## src/hw/rtl/sfcc_pkg.sv

```systemverilog
`timescale 1ns / 1ps
// ----------------------------------------------------------------------------
// sfcc_pkg
// Types, constants and CRC byte-update functions for the frame CRC checker.
// ----------------------------------------------------------------------------
package sfcc_pkg;

  localparam logic [7:0]  CRC8_INIT  = 8'hFF;
  localparam logic [7:0]  CRC8_POLY  = 8'h8C;
  localparam logic [15:0] CRC16_INIT = 16'hFFFF;
  localparam logic [15:0] CRC16_POLY = 16'h8408;

  localparam int unsigned CFG_ADDR_W = 3;
  localparam int unsigned CFG_DATA_W = 32;

  // Word index of each configuration register (byte address / 4)
  localparam logic [0:0] REG_CRC_MODE = 1'b0;

  typedef enum logic {
    CRC_MODE_8  = 1'b0,
    CRC_MODE_16 = 1'b1
  } crc_mode_t;

  typedef struct packed {
    crc_mode_t crc_mode;
  } cfg_t;

  typedef struct packed {
    logic [7:0] data_byte;
    logic       frame_end;
  } in_item_t;

  typedef struct packed {
    logic        frame_done;
    logic [15:0] payload_crc;
    logic        crc_match;
    logic        frame_valid;
  } out_item_t;

  // Reflected CRC-8, one byte, unrolled over its eight bits
  function automatic logic [7:0] crc8_byte(input logic [7:0] crc, input logic [7:0] b);
    logic [7:0] c;
    c = crc ^ b;
    for (int k = 0; k < 8; k++) begin
      c = c[0] ? ((c >> 1) ^ CRC8_POLY) : (c >> 1);
    end
    return c;
  endfunction

  // Reflected CRC-16, one byte, unrolled over its eight bits
  function automatic logic [15:0] crc16_byte(input logic [15:0] crc, input logic [7:0] b);
    logic [15:0] c;
    c = crc ^ {8'h00, b};
    for (int k = 0; k < 8; k++) begin
      c = c[0] ? ((c >> 1) ^ CRC16_POLY) : (c >> 1);
    end
    return c;
  endfunction

endpackage

```

## src/hw/rtl/sfcc_apb_regs.sv

```systemverilog
`timescale 1ns / 1ps
// ----------------------------------------------------------------------------
// sfcc_apb_regs
// APB-style register file holding the CRC mode selection.
// ----------------------------------------------------------------------------
module sfcc_apb_regs (
  input  logic                              clk,
  input  logic                              rst_n,
  input  logic                              psel,
  input  logic                              penable,
  input  logic                              pwrite,
  input  logic [sfcc_pkg::CFG_ADDR_W-1:0]   paddr,
  input  logic [sfcc_pkg::CFG_DATA_W-1:0]   pwdata,
  output logic [sfcc_pkg::CFG_DATA_W-1:0]   prdata,
  output logic                              pready,
  output sfcc_pkg::cfg_t                    cfg
);
  import sfcc_pkg::*;

  crc_mode_t  crc_mode_r;
  crc_mode_t  crc_mode_nxt;
  logic       reg_hit;
  logic       wr_en;

  assign pready  = 1'b1;
  assign reg_hit = (paddr[CFG_ADDR_W-1] == REG_CRC_MODE);
  assign wr_en   = psel && penable && pwrite && pready && reg_hit;

  always_comb begin
    crc_mode_nxt = crc_mode_r;
    if (wr_en) begin
      crc_mode_nxt = crc_mode_t'(pwdata[0]);
    end
  end

  always_ff @(posedge clk) begin
    if (!rst_n) begin
      crc_mode_r <= CRC_MODE_8;
    end else begin
      crc_mode_r <= crc_mode_nxt;
    end
  end

  assign prdata       = reg_hit ? {{(CFG_DATA_W-1){1'b0}}, crc_mode_r} : '0;
  assign cfg.crc_mode = crc_mode_r;

endmodule

```

## src/hw/rtl/sfcc_frame_core.sv

```systemverilog
`timescale 1ns / 1ps
// ----------------------------------------------------------------------------
// sfcc_frame_core
// Per-frame state: running CRC, two-byte delay line and byte count; forms
// the result for the byte presented on the step.
// ----------------------------------------------------------------------------
module sfcc_frame_core (
  input  logic                  clk,
  input  logic                  rst_n,
  input  sfcc_pkg::cfg_t        cfg,
  input  logic                  step,
  input  sfcc_pkg::in_item_t    item,
  output sfcc_pkg::out_item_t   result
);
  import sfcc_pkg::*;

  logic [15:0] running_r, running_nxt;
  logic [7:0]  held0_r, held0_nxt;
  logic [7:0]  held1_r, held1_nxt;
  logic [1:0]  count_r, count_nxt;
  logic [15:0] crc_upd;

  // Byte leaving the delay line enters the CRC
  always_comb begin
    crc_upd = running_r;
    unique case (cfg.crc_mode)
      CRC_MODE_8: begin
        if (count_r >= 2'd1) begin
          crc_upd = {8'h00, crc8_byte(running_r[7:0], held0_r)};
        end
      end
      CRC_MODE_16: begin
        if (count_r >= 2'd2) begin
          crc_upd = crc16_byte(running_r, held1_r);
        end
      end
      default: crc_upd = running_r;
    endcase
  end

  always_comb begin
    running_nxt = running_r;
    held0_nxt   = held0_r;
    held1_nxt   = held1_r;
    count_nxt   = count_r;
    result      = '0;
    if (step) begin
      if (!item.frame_end) begin
        running_nxt = crc_upd;
        held1_nxt   = held0_r;
        held0_nxt   = item.data_byte;
        count_nxt   = (count_r == 2'd3) ? count_r : count_r + 2'd1;
      end else begin
        result.frame_done = 1'b1;
        if (cfg.crc_mode == CRC_MODE_8) begin
          result.payload_crc = {8'h00, crc_upd[7:0]};
          result.crc_match   = (crc_upd[7:0] == item.data_byte);
        end else begin
          result.payload_crc = crc_upd;
          result.crc_match   = (crc_upd[7:0] == held0_r) &&
                               (crc_upd[15:8] == item.data_byte);
        end
        result.frame_valid = result.crc_match && (count_r >= 2'd2);
        running_nxt = CRC16_INIT;
        held0_nxt   = 8'h00;
        held1_nxt   = 8'h00;
        count_nxt   = 2'd0;
      end
    end
  end

  always_ff @(posedge clk) begin
    if (!rst_n) begin
      running_r <= CRC16_INIT;
      held0_r   <= 8'h00;
      held1_r   <= 8'h00;
      count_r   <= 2'd0;
    end else begin
      running_r <= running_nxt;
      held0_r   <= held0_nxt;
      held1_r   <= held1_nxt;
      count_r   <= count_nxt;
    end
  end

endmodule

```

## src/hw/rtl/serial_frame_crc_checker_top.sv

```systemverilog
`timescale 1ns / 1ps
// ----------------------------------------------------------------------------
// serial_frame_crc_checker_top
// Frame CRC checker, CRC-8 (reflected 0x8C) or CRC-16 (reflected 0x8408).
// Path: each byte is held in the input register, then its CRC update is
//   written into the result register.
// Throughput: one byte per cycle unless out_stall holds the result; the
//   unrolled 8-bit CRC update sits in a single stage between the input and
//   result registers.
// Reset (rst_n low, synchronous): pipeline empty, CRC mode CRC-8, running
//   CRC all ones, delay line and byte count cleared.
// ----------------------------------------------------------------------------
module serial_frame_crc_checker_top (
  input  logic                              clk,
  input  logic                              rst_n,
  // byte input channel
  input  logic                              in_valid,
  output logic                              in_stall,
  input  sfcc_pkg::in_item_t                in_item,
  // result channel
  output logic                              out_valid,
  input  logic                              out_stall,
  output sfcc_pkg::out_item_t               out_item,
  // configuration port
  input  logic                              psel,
  input  logic                              penable,
  input  logic                              pwrite,
  input  logic [sfcc_pkg::CFG_ADDR_W-1:0]   paddr,
  input  logic [sfcc_pkg::CFG_DATA_W-1:0]   pwdata,
  output logic [sfcc_pkg::CFG_DATA_W-1:0]   prdata,
  output logic                              pready
);
  import sfcc_pkg::*;

  cfg_t       cfg;
  logic       s1_valid_r, s1_valid_nxt;
  in_item_t   s1_item_r, s1_item_nxt;
  logic       out_valid_r, out_valid_nxt;
  out_item_t  out_item_r, out_item_nxt;
  out_item_t  core_result;
  logic       out_free;
  logic       s1_adv;
  logic       in_xfer;

  sfcc_apb_regs u_regs (
    .clk     (clk),
    .rst_n   (rst_n),
    .psel    (psel),
    .penable (penable),
    .pwrite  (pwrite),
    .paddr   (paddr),
    .pwdata  (pwdata),
    .prdata  (prdata),
    .pready  (pready),
    .cfg     (cfg)
  );

  // Result register can take a new value when empty or being drained
  assign out_free = !out_valid_r || !out_stall;
  // Input stage hands its byte to the core when the result slot frees up
  assign s1_adv   = s1_valid_r && out_free;
  // Stall only while the input register holds a byte that cannot advance
  assign in_stall = s1_valid_r && !out_free;
  assign in_xfer  = in_valid && !in_stall;

  // The core commits its state exactly on the cycle the byte advances
  sfcc_frame_core u_core (
    .clk    (clk),
    .rst_n  (rst_n),
    .cfg    (cfg),
    .step   (s1_adv),
    .item   (s1_item_r),
    .result (core_result)
  );

  always_comb begin
    s1_valid_nxt = s1_valid_r;
    s1_item_nxt  = s1_item_r;
    if (in_xfer) begin
      s1_valid_nxt = 1'b1;
      s1_item_nxt  = in_item;
    end else if (s1_adv) begin
      s1_valid_nxt = 1'b0;
    end
  end

  always_comb begin
    out_valid_nxt = out_valid_r;
    out_item_nxt  = out_item_r;
    if (s1_adv) begin
      out_valid_nxt = 1'b1;
      out_item_nxt  = core_result;
    end else if (!out_stall) begin
      // drop the result once its transfer completes
      out_valid_nxt = 1'b0;
    end
  end

  always_ff @(posedge clk) begin
    if (!rst_n) begin
      s1_valid_r  <= 1'b0;
      out_valid_r <= 1'b0;
    end else begin
      s1_valid_r  <= s1_valid_nxt;
      out_valid_r <= out_valid_nxt;
    end
  end

  // Payload registers: no reset needed
  always_ff @(posedge clk) begin
    s1_item_r  <= s1_item_nxt;
    out_item_r <= out_item_nxt;
  end

  assign out_valid = out_valid_r;
  assign out_item  = out_item_r;

  // An advancing byte always lands in the result register
  a_adv_lands: assert property (@(posedge clk) disable iff (!rst_n)
    s1_adv |=> out_valid_r)
    else $error("advanced byte did not produce a result");

  // Mid-frame results carry all-zero fields
  a_mid_zero: assert property (@(posedge clk) disable iff (!rst_n)
    (out_valid_r && !out_item_r.frame_done) |->
      (out_item_r.payload_crc == 16'h0000 && !out_item_r.crc_match &&
       !out_item_r.frame_valid))
    else $error("mid-frame result has nonzero fields");

  // A valid frame must also have a matching CRC
  a_valid_match: assert property (@(posedge clk) disable iff (!rst_n)
    (out_valid_r && out_item_r.frame_valid) |-> out_item_r.crc_match)
    else $error("frame_valid without crc_match");

  // Input is never stalled when the input register is empty
  a_stall_cause: assert property (@(posedge clk) disable iff (!rst_n)
    in_stall |-> (s1_valid_r && out_valid_r && out_stall))
    else $error("input stalled without a blocked result");

endmodule
```

## config.mk

```make
export PLATFORM = sky130hd
export DESIGN_NAME = serial_frame_crc_checker_top
export DESIGN_NICKNAME = d
export VERILOG_FILES = /design/src/hw/rtl/sfcc_pkg.sv /design/src/hw/rtl/sfcc_apb_regs.sv /design/src/hw/rtl/sfcc_frame_core.sv /design/src/hw/rtl/serial_frame_crc_checker_top.sv
export SDC_FILE = /design/constraint.sdc
export NUM_CORES = 1
export LEC_CHECK = 0
export BUFFER_PORTS_ARGS = -buffer_cell sky130_fd_sc_hd__buf_2
export CAP_MARGIN = 20
export CORE_AREA = 8 8 121 123
export DETAILED_ROUTE_END_ITERATION = 16
export DIE_AREA = 0 0 129 131
export SLEW_MARGIN = 20
export SYNTH_ARGS = -nofsm -noshare
export SYNTH_HDL_FRONTEND = slang
export SYNTH_SLANG_ARGS = --single-unit
export TNS_END_PERCENT = 30
```

## constraint.sdc

```tcl
create_clock -name clk -period 5.1 [get_ports clk]
set_clock_uncertainty 0.15 [all_clocks]
set_input_delay 0 -clock clk [delete_from_list [all_inputs] [get_ports clk]]
set_output_delay 0 -clock clk [all_outputs]
set_load 0.02 [all_outputs]
```

Yosys cells after proc, flatten, opt, wreduce, memory -nomap -nowiden
Cells that the tools add are included.

Reduce and logical (&&, ||, !) cells: 15. Divide/modulo/power cells: 0. Add/sub/neg operators: 1. Muxes and demuxes: 33. Multipliers: 0. Equal/unequal tests: 6. Order comparisons: 2. Bitwise logic cells: 20. Shift-type cells: 0.

Operators with widths (count): 16-bit 2-to-1 mux (11); 8-bit 2-to-1 mux (10); 17-bit 2-to-1 mux (3); 2-bit inverter with 3-bit output (16); 16-bit one-hot mux with 2 select lines (1); 8-bit equality test (3); 19-bit 2-to-1 mux (1); 16-bit by 8-bit bitwise XOR with 16-bit output (1); 1-bit logical AND (8); 8-bit bitwise XOR (1); 1-bit 2-to-1 mux (5); 1-bit zero test (4); 2-bit 2-to-1 mux (2); 2-bit by 1-bit adder with 2-bit output, second input constant (1); 2-bit equality test, second input constant (1); 2-bit by 1-bit >= comparator with 1-bit output, second input constant (1); 2-bit >= comparator, second input constant (1); 2-bit by 1-bit != test with 1-bit output, second input constant (1); 2-bit != test, second input constant (1); 1-bit inverter (2); 2-bit AND reduction (1); 2-bit nonzero test (1); 1-bit logical OR (1).

Bits in registers: 65. Logic and storage cells: 90. Input port bits: 51. Bits in writable memories: 0. Latch bits: 0. Memory bits (read-only): 0. Memories kept: 0. Output and inout bits: 54.

Depth between registers and ports, before layout
Word-level depth: 26. Mapped depth: 11.

Cells and area by module
A second synthesis with hierarchy kept.

Cell total of the unflattened synthesis: 412. Area total of the unflattened synthesis: 4051.4 um^2.

Modules (own cells, without submodules): sfcc_frame_core (cells each 336, instances 1, sequential area each 680.7 um^2, area an instance 2811.4 um^2); serial_frame_crc_checker_top (cells each 36, instances 1, sequential area each 880.8 um^2, area an instance 924.6 um^2); sfcc_apb_regs (cells each 40, instances 1, sequential area each 20.0 um^2, area an instance 315.3 um^2).

Worst setup path before layout
No wires, ideal clock.

Path kind: register to register. From: reg u_core.count_r[1]. To: reg out_item_r, in the netlist out_item[0], data pin. Period minus slack after synthesis: 2537 ps. Cell stages (with the launch flop): 11. Slack: 2563 ps. Data arrival time: 2241 ps. Cell sequence: dfxtp_1 -> inv_1 -> ha_1 -> inv_1 -> mux2i_2 -> a311o_1 -> nor4_2 -> o2111ai_1 -> nor4_2 -> nand4_1 -> a21oi_1.

Longest elaborated chain between the ends: 9.

RTL lines: start, declared (RTL line sfcc_frame_core.sv:20) `logic [1:0] count_r, count_nxt;`; start signal, assigned (RTL line sfcc_frame_core.sv:82) `count_r <= count_nxt;`; 2-bit >= comparator or 2-bit by 1-bit >= comparator with 1-bit output (tied branches) (RTL line sfcc_frame_core.sv:33, sfcc_frame_core.sv:63, sfcc_frame_core.sv:28); 16-bit 2-to-1 mux, on equally long branches (RTL line sfcc_frame_core.sv:33, sfcc_frame_core.sv:28); 16-bit one-hot mux with 2 select lines (RTL line sfcc_frame_core.sv:26) `unique case (cfg.crc_mode)`; 8-bit equality test, on equally long branches (RTL line sfcc_frame_core.sv:60, sfcc_frame_core.sv:61); 1-bit logical AND (RTL line sfcc_frame_core.sv:60) `result.crc_match = (crc_upd[7:0] == held0_r) &&`; 17-bit 2-to-1 mux (RTL line sfcc_frame_core.sv:55) `if (cfg.crc_mode == CRC_MODE_8) begin`; 17-bit 2-to-1 mux (RTL line sfcc_frame_core.sv:48) `if (!item.frame_end) begin`; 17-bit 2-to-1 mux (RTL line sfcc_frame_core.sv:47) `if (step) begin`; 1-bit logical AND (*) (RTL line sfcc_frame_core.sv:63) `result.frame_valid = result.crc_match && (count_r >= 2'd2);`; end signal, assigned (RTL line serial_frame_crc_checker_top.sv:112) `out_item_r <= out_item_nxt;`; end, declared (RTL line serial_frame_crc_checker_top.sv:39) `out_item_t out_item_r, out_item_nxt;`.

Mark *: on every way between the ends. The rest lies on a longest branch, timed or not. The select of a mux whose other input is x is not followed. A chain may end at the register's enable or synchronous reset.

Final worst setup path
Same ends and word-level chain as after synthesis.

==> results_dict.tcl <==
set metrics [dict create \
    status "completed" \
    cap_viol_max_count 0 \
    hold_viol 0 \
    hold_buffers 15 \
    leakage_nw 1.94 \
    synthArstFlopShare 0 \
    required_ps 5130 \
    drive_gt1_frac 0.158 \
    grt_pass1_wl_um 17900 \
    drv_slew 0 \
    core-area_sq_um 12900 \
    setup.worst_path.end_class "flip-flop" \
    dr.first_iter.drc_count 158 \
    cts_buffer_depth 2 \
    synth_mux_area_frac 0.0145 \
    syn2layout_area_growth_pct 14.6 \
    synth_fa_ha_area_frac 0.00856 \
    pre_cts_slack_ps 1720 \
    vias 3357 \
    grt_antenna_before_repair 0 \
    timing.rr.start "u_core.count_r[1]" \
    worst-setup-path-type "reg -> reg" \
    power_density_nw_per_um2 287 \
    clkSlewWorstSetupHoldPaths_ps 50 \
    vias_per_cell 4.97 \
    path_max_fanout 14 \
    cts_sinks 65 \
    routed_wirelength_um 11100 \
    timing.critical_path.to "out_item[0]" \
    io_pins 105 \
    place.gp.congestion 0.889 \
    synth-seq-cells 65 \
    avgSynthCellArea_sq_um 9.54 \
    cp-start-kind "flip-flop" \
    synthSimpleGateAreaFrac 0.171 \
    fin_crit_ps 3490 \
    synth_area_sq_um 4390 \
    ir_worst_vdd_mv 0.115 \
    synth_edf_count 28 \
    min_path_type "in -> out" \
    ys_warn_count 0 \
    synthCells 460 \
    drc 0 \
    die_y_um 131 \
    grt_max_degree 54 \
    rr_worst_depth 10 \
    hold_depth 3 \
    wl_per_cell_um 16.4 \
    nNetsFinal 549 \
    postCtsSetupBuffers 0 \
    dp_hpwl_um 8070 \
    setup_tns_ps 0 \
    antenna-diode-count 0 \
    dieArea_sq_um 16900 \
    synth-main-ff-cell "dfxtp_1" \
    rsz0062_at_grt "false" \
    first_pass_iters 5 \
    r2r_end "out_item[0]" \
    seq_area_frac_synth 0.361 \
    io_buffers 39 \
    clkLatencyLatePin_ps 340 \
    grtUsageTotal 0.139 \
    cts_tree "done" \
    worst_slack_ps 1610 \
    period_share 0.684 \
    grt_overflow 0 \
    ant_nets 0 \
    initial_core_util 0.341 \
    arrival_ps 3520 \
    synth_cell_types 65 \
    grt_pass1_vias 3392 \
    cts_resized 0 \
    timing.fmax_mhz 287 \
    crit_start "u_core.count_r[1]" \
    htree_levels 3 \
    r2r_slack_ps 1610 \
    synth_top_family_by_area "XOR/XNOR gates" \
    synth-compound-area-share 0.151 \
    slew_headroom 0.505 \
    num_rows 42 \
    finalSetupViolCount 0 \
    yosys.area_share.xor_xnor 0.194 \
    clockRootBuffer "clkbuf_16" \
    numCtsBuffers 9 \
    worst_slew_pin_slew_ps 741 \
    fp.dieW_um 129 \
]
logic make-up (layout without fill, tap and decap cells):
kind of cell,Yosys count,in the layout
AO/OA/AOI/OAI,99,99
adder cells (fa/ha/maj),3,3
multiplexers,6,6
buffers and inverters,75,85
AND/OR/NAND/NOR,140,140
flip-flops,65,65
other,2,32
XOR/XNOR,70,70
through the flow:
| stage | hold slack [ps] | cell area [sq um] | power, mW | cells | utilization |
|---|---|---|---|---|---|
| final | 116 | 5030 | 1.44 | 676 | 0.391 |
| after global routing | 126 | 5030 | 1.49 | 676 | 0.391 |
| after CTS | 119 | 5030 | 1.45 | 676 | 0.391 |
| after detailed placement | 28.2 | 4560 | 0.777 | 645 | 0.354 |
| after global placement | 29.9 | 4560 | 0.774 | 645 | 0.354 |
| after floorplan | -75.1 | 4500 | 0.750 | 490 | - |
registers in the layout, summed over array words and instances (netlist names):
signal            count
s1_valid_r            1
u_core.held1_r        8
u_core.held0_r        8
u_core.running_r     16
s1_item_r             9
out_valid             1
out_item             19
u_core.count_r        2
u_regs.cfg            1
cells in the mapped netlist (2+ instances only):
cell | count | area share
inv_1 | 9 | 0.0077
nor2_1 | 26 | 0.022
nand2b_1 | 2 | 0.0029
xnor2_1 | 36 | 0.072
a31oi_1 | 5 | 0.0071
buf_2 | 9 | 0.010
buf_4 | 33 | 0.056
o21ai_0 | 18 | 0.021
a22oi_1 | 3 | 0.0051
o21ai_1 | 2 | 0.0023
nor2b_1 | 11 | 0.016
and2_1 | 9 | 0.013
o221ai_1 | 2 | 0.0040
buf_6 | 2 | 0.0051
nand3_1 | 8 | 0.0091
nand2_1 | 44 | 0.038
xor2_2 | 2 | 0.0074
xor3_1 | 5 | 0.027
nor3_1 | 4 | 0.0046
o21a_1 | 4 | 0.0068
a211oi_1 | 5 | 0.0086
o2bb2ai_1 | 2 | 0.0040
nor4_2 | 3 | 0.0086
nand3b_1 | 15 | 0.026
conb_1 | 2 | 0.0017
ha_1 | 3 | 0.0086
nand4_1 | 4 | 0.0057
xor2_1 | 14 | 0.028
xnor3_2 | 2 | 0.011
a21o_1 | 2 | 0.0034
o211ai_1 | 3 | 0.0051
and3_1 | 4 | 0.0057
xnor3_1 | 4 | 0.021
clkbuf_1 | 20 | 0.017
edfxtp_1 | 28 | 0.19
mux2i_1 | 5 | 0.011
dfxtp_1 | 37 | 0.17
xnor2_2 | 6 | 0.022
a21boi_1 | 3 | 0.0051
a21boi_0 | 14 | 0.024
nor4b_1 | 2 | 0.0040
o22ai_1 | 10 | 0.014
a21oi_1 | 16 | 0.018
worst max-delay path, cell delays in order (launching register included):
cell       delay [ps]
dfxtp_1           510
ha_1              320
or2_1             370
buf_4             300
mux2i_2           150
a311o_1           400
nor4_2            200
o2111ai_1         160
nor4_2            350
nand4_1           220
a21oi_1           190
placed cells by master (no fill, tap or decap), types with 5 or more instances in the layout:
master         instances
conb_1                32
clkbuf_16              9
mux2i_1                5
buf_4                  5
a21boi_0              14
a21oi_1               16
and2_1                 9
o21ai_0               18
a211oi_1               5
xnor2_1               36
buf_2                 39
nand2_1               44
nor2b_1               11
edfxtp_1              28
dfxtp_1               37
o22ai_1               10
xnor2_2                6
nand3b_1              15
a31oi_1                5
inv_1                  9
nor2_1                26
nand3_1                8
dlygate4sd3_1         15
xor3_1                 5
xor2_1                14
how the worst min path moves through the flow:
stage	startpoint	endpoint	slack (ps)
after floorplan	paddr[2]	prdata[0]	-80
after global routing	paddr[2]	prdata[0]	130
after detailed placement	in_item[3]	s1_item_r[3]	30
final	paddr[2]	prdata[0]	120
after CTS	paddr[2]	prdata[0]	120
after global placement	in_item[2]	s1_item_r[2]	30
layout make-up:
| type | instances | area (sq um) |
|---|---|---|
| sequential | 65 | 1580 |
| fill | 1309 | 7850 |
| timing repair buffer | 59 | 383 |
| multi-input combinational | 350 | 2490 |
| clock inverter | 6 | 81.3 |
| clock buffer | 10 | 239 |
| inverter | 10 | 37.5 |
| tap | 176 | 220 |
routing by layer:
metal	vias to the layer above	GRT usage	share of wire
met5	-	0	0
met4	0	0.0587	0.021
met3	17	0.0313	0.068
met2	125	0.223	0.47
met1	1607	0.176	0.44
li1	1608	-	-
where the power goes:
part           internal [mW]  switching [mW]  leakage (nW)  total, mW
Clock                  0.437           0.227         0.156      0.665
Combinational         0.0780           0.116          1.22      0.194
Sequential             0.562          0.0205         0.569      0.583
Total                   1.08           0.364          1.94       1.44
Power figures use the tool's default switching activity.
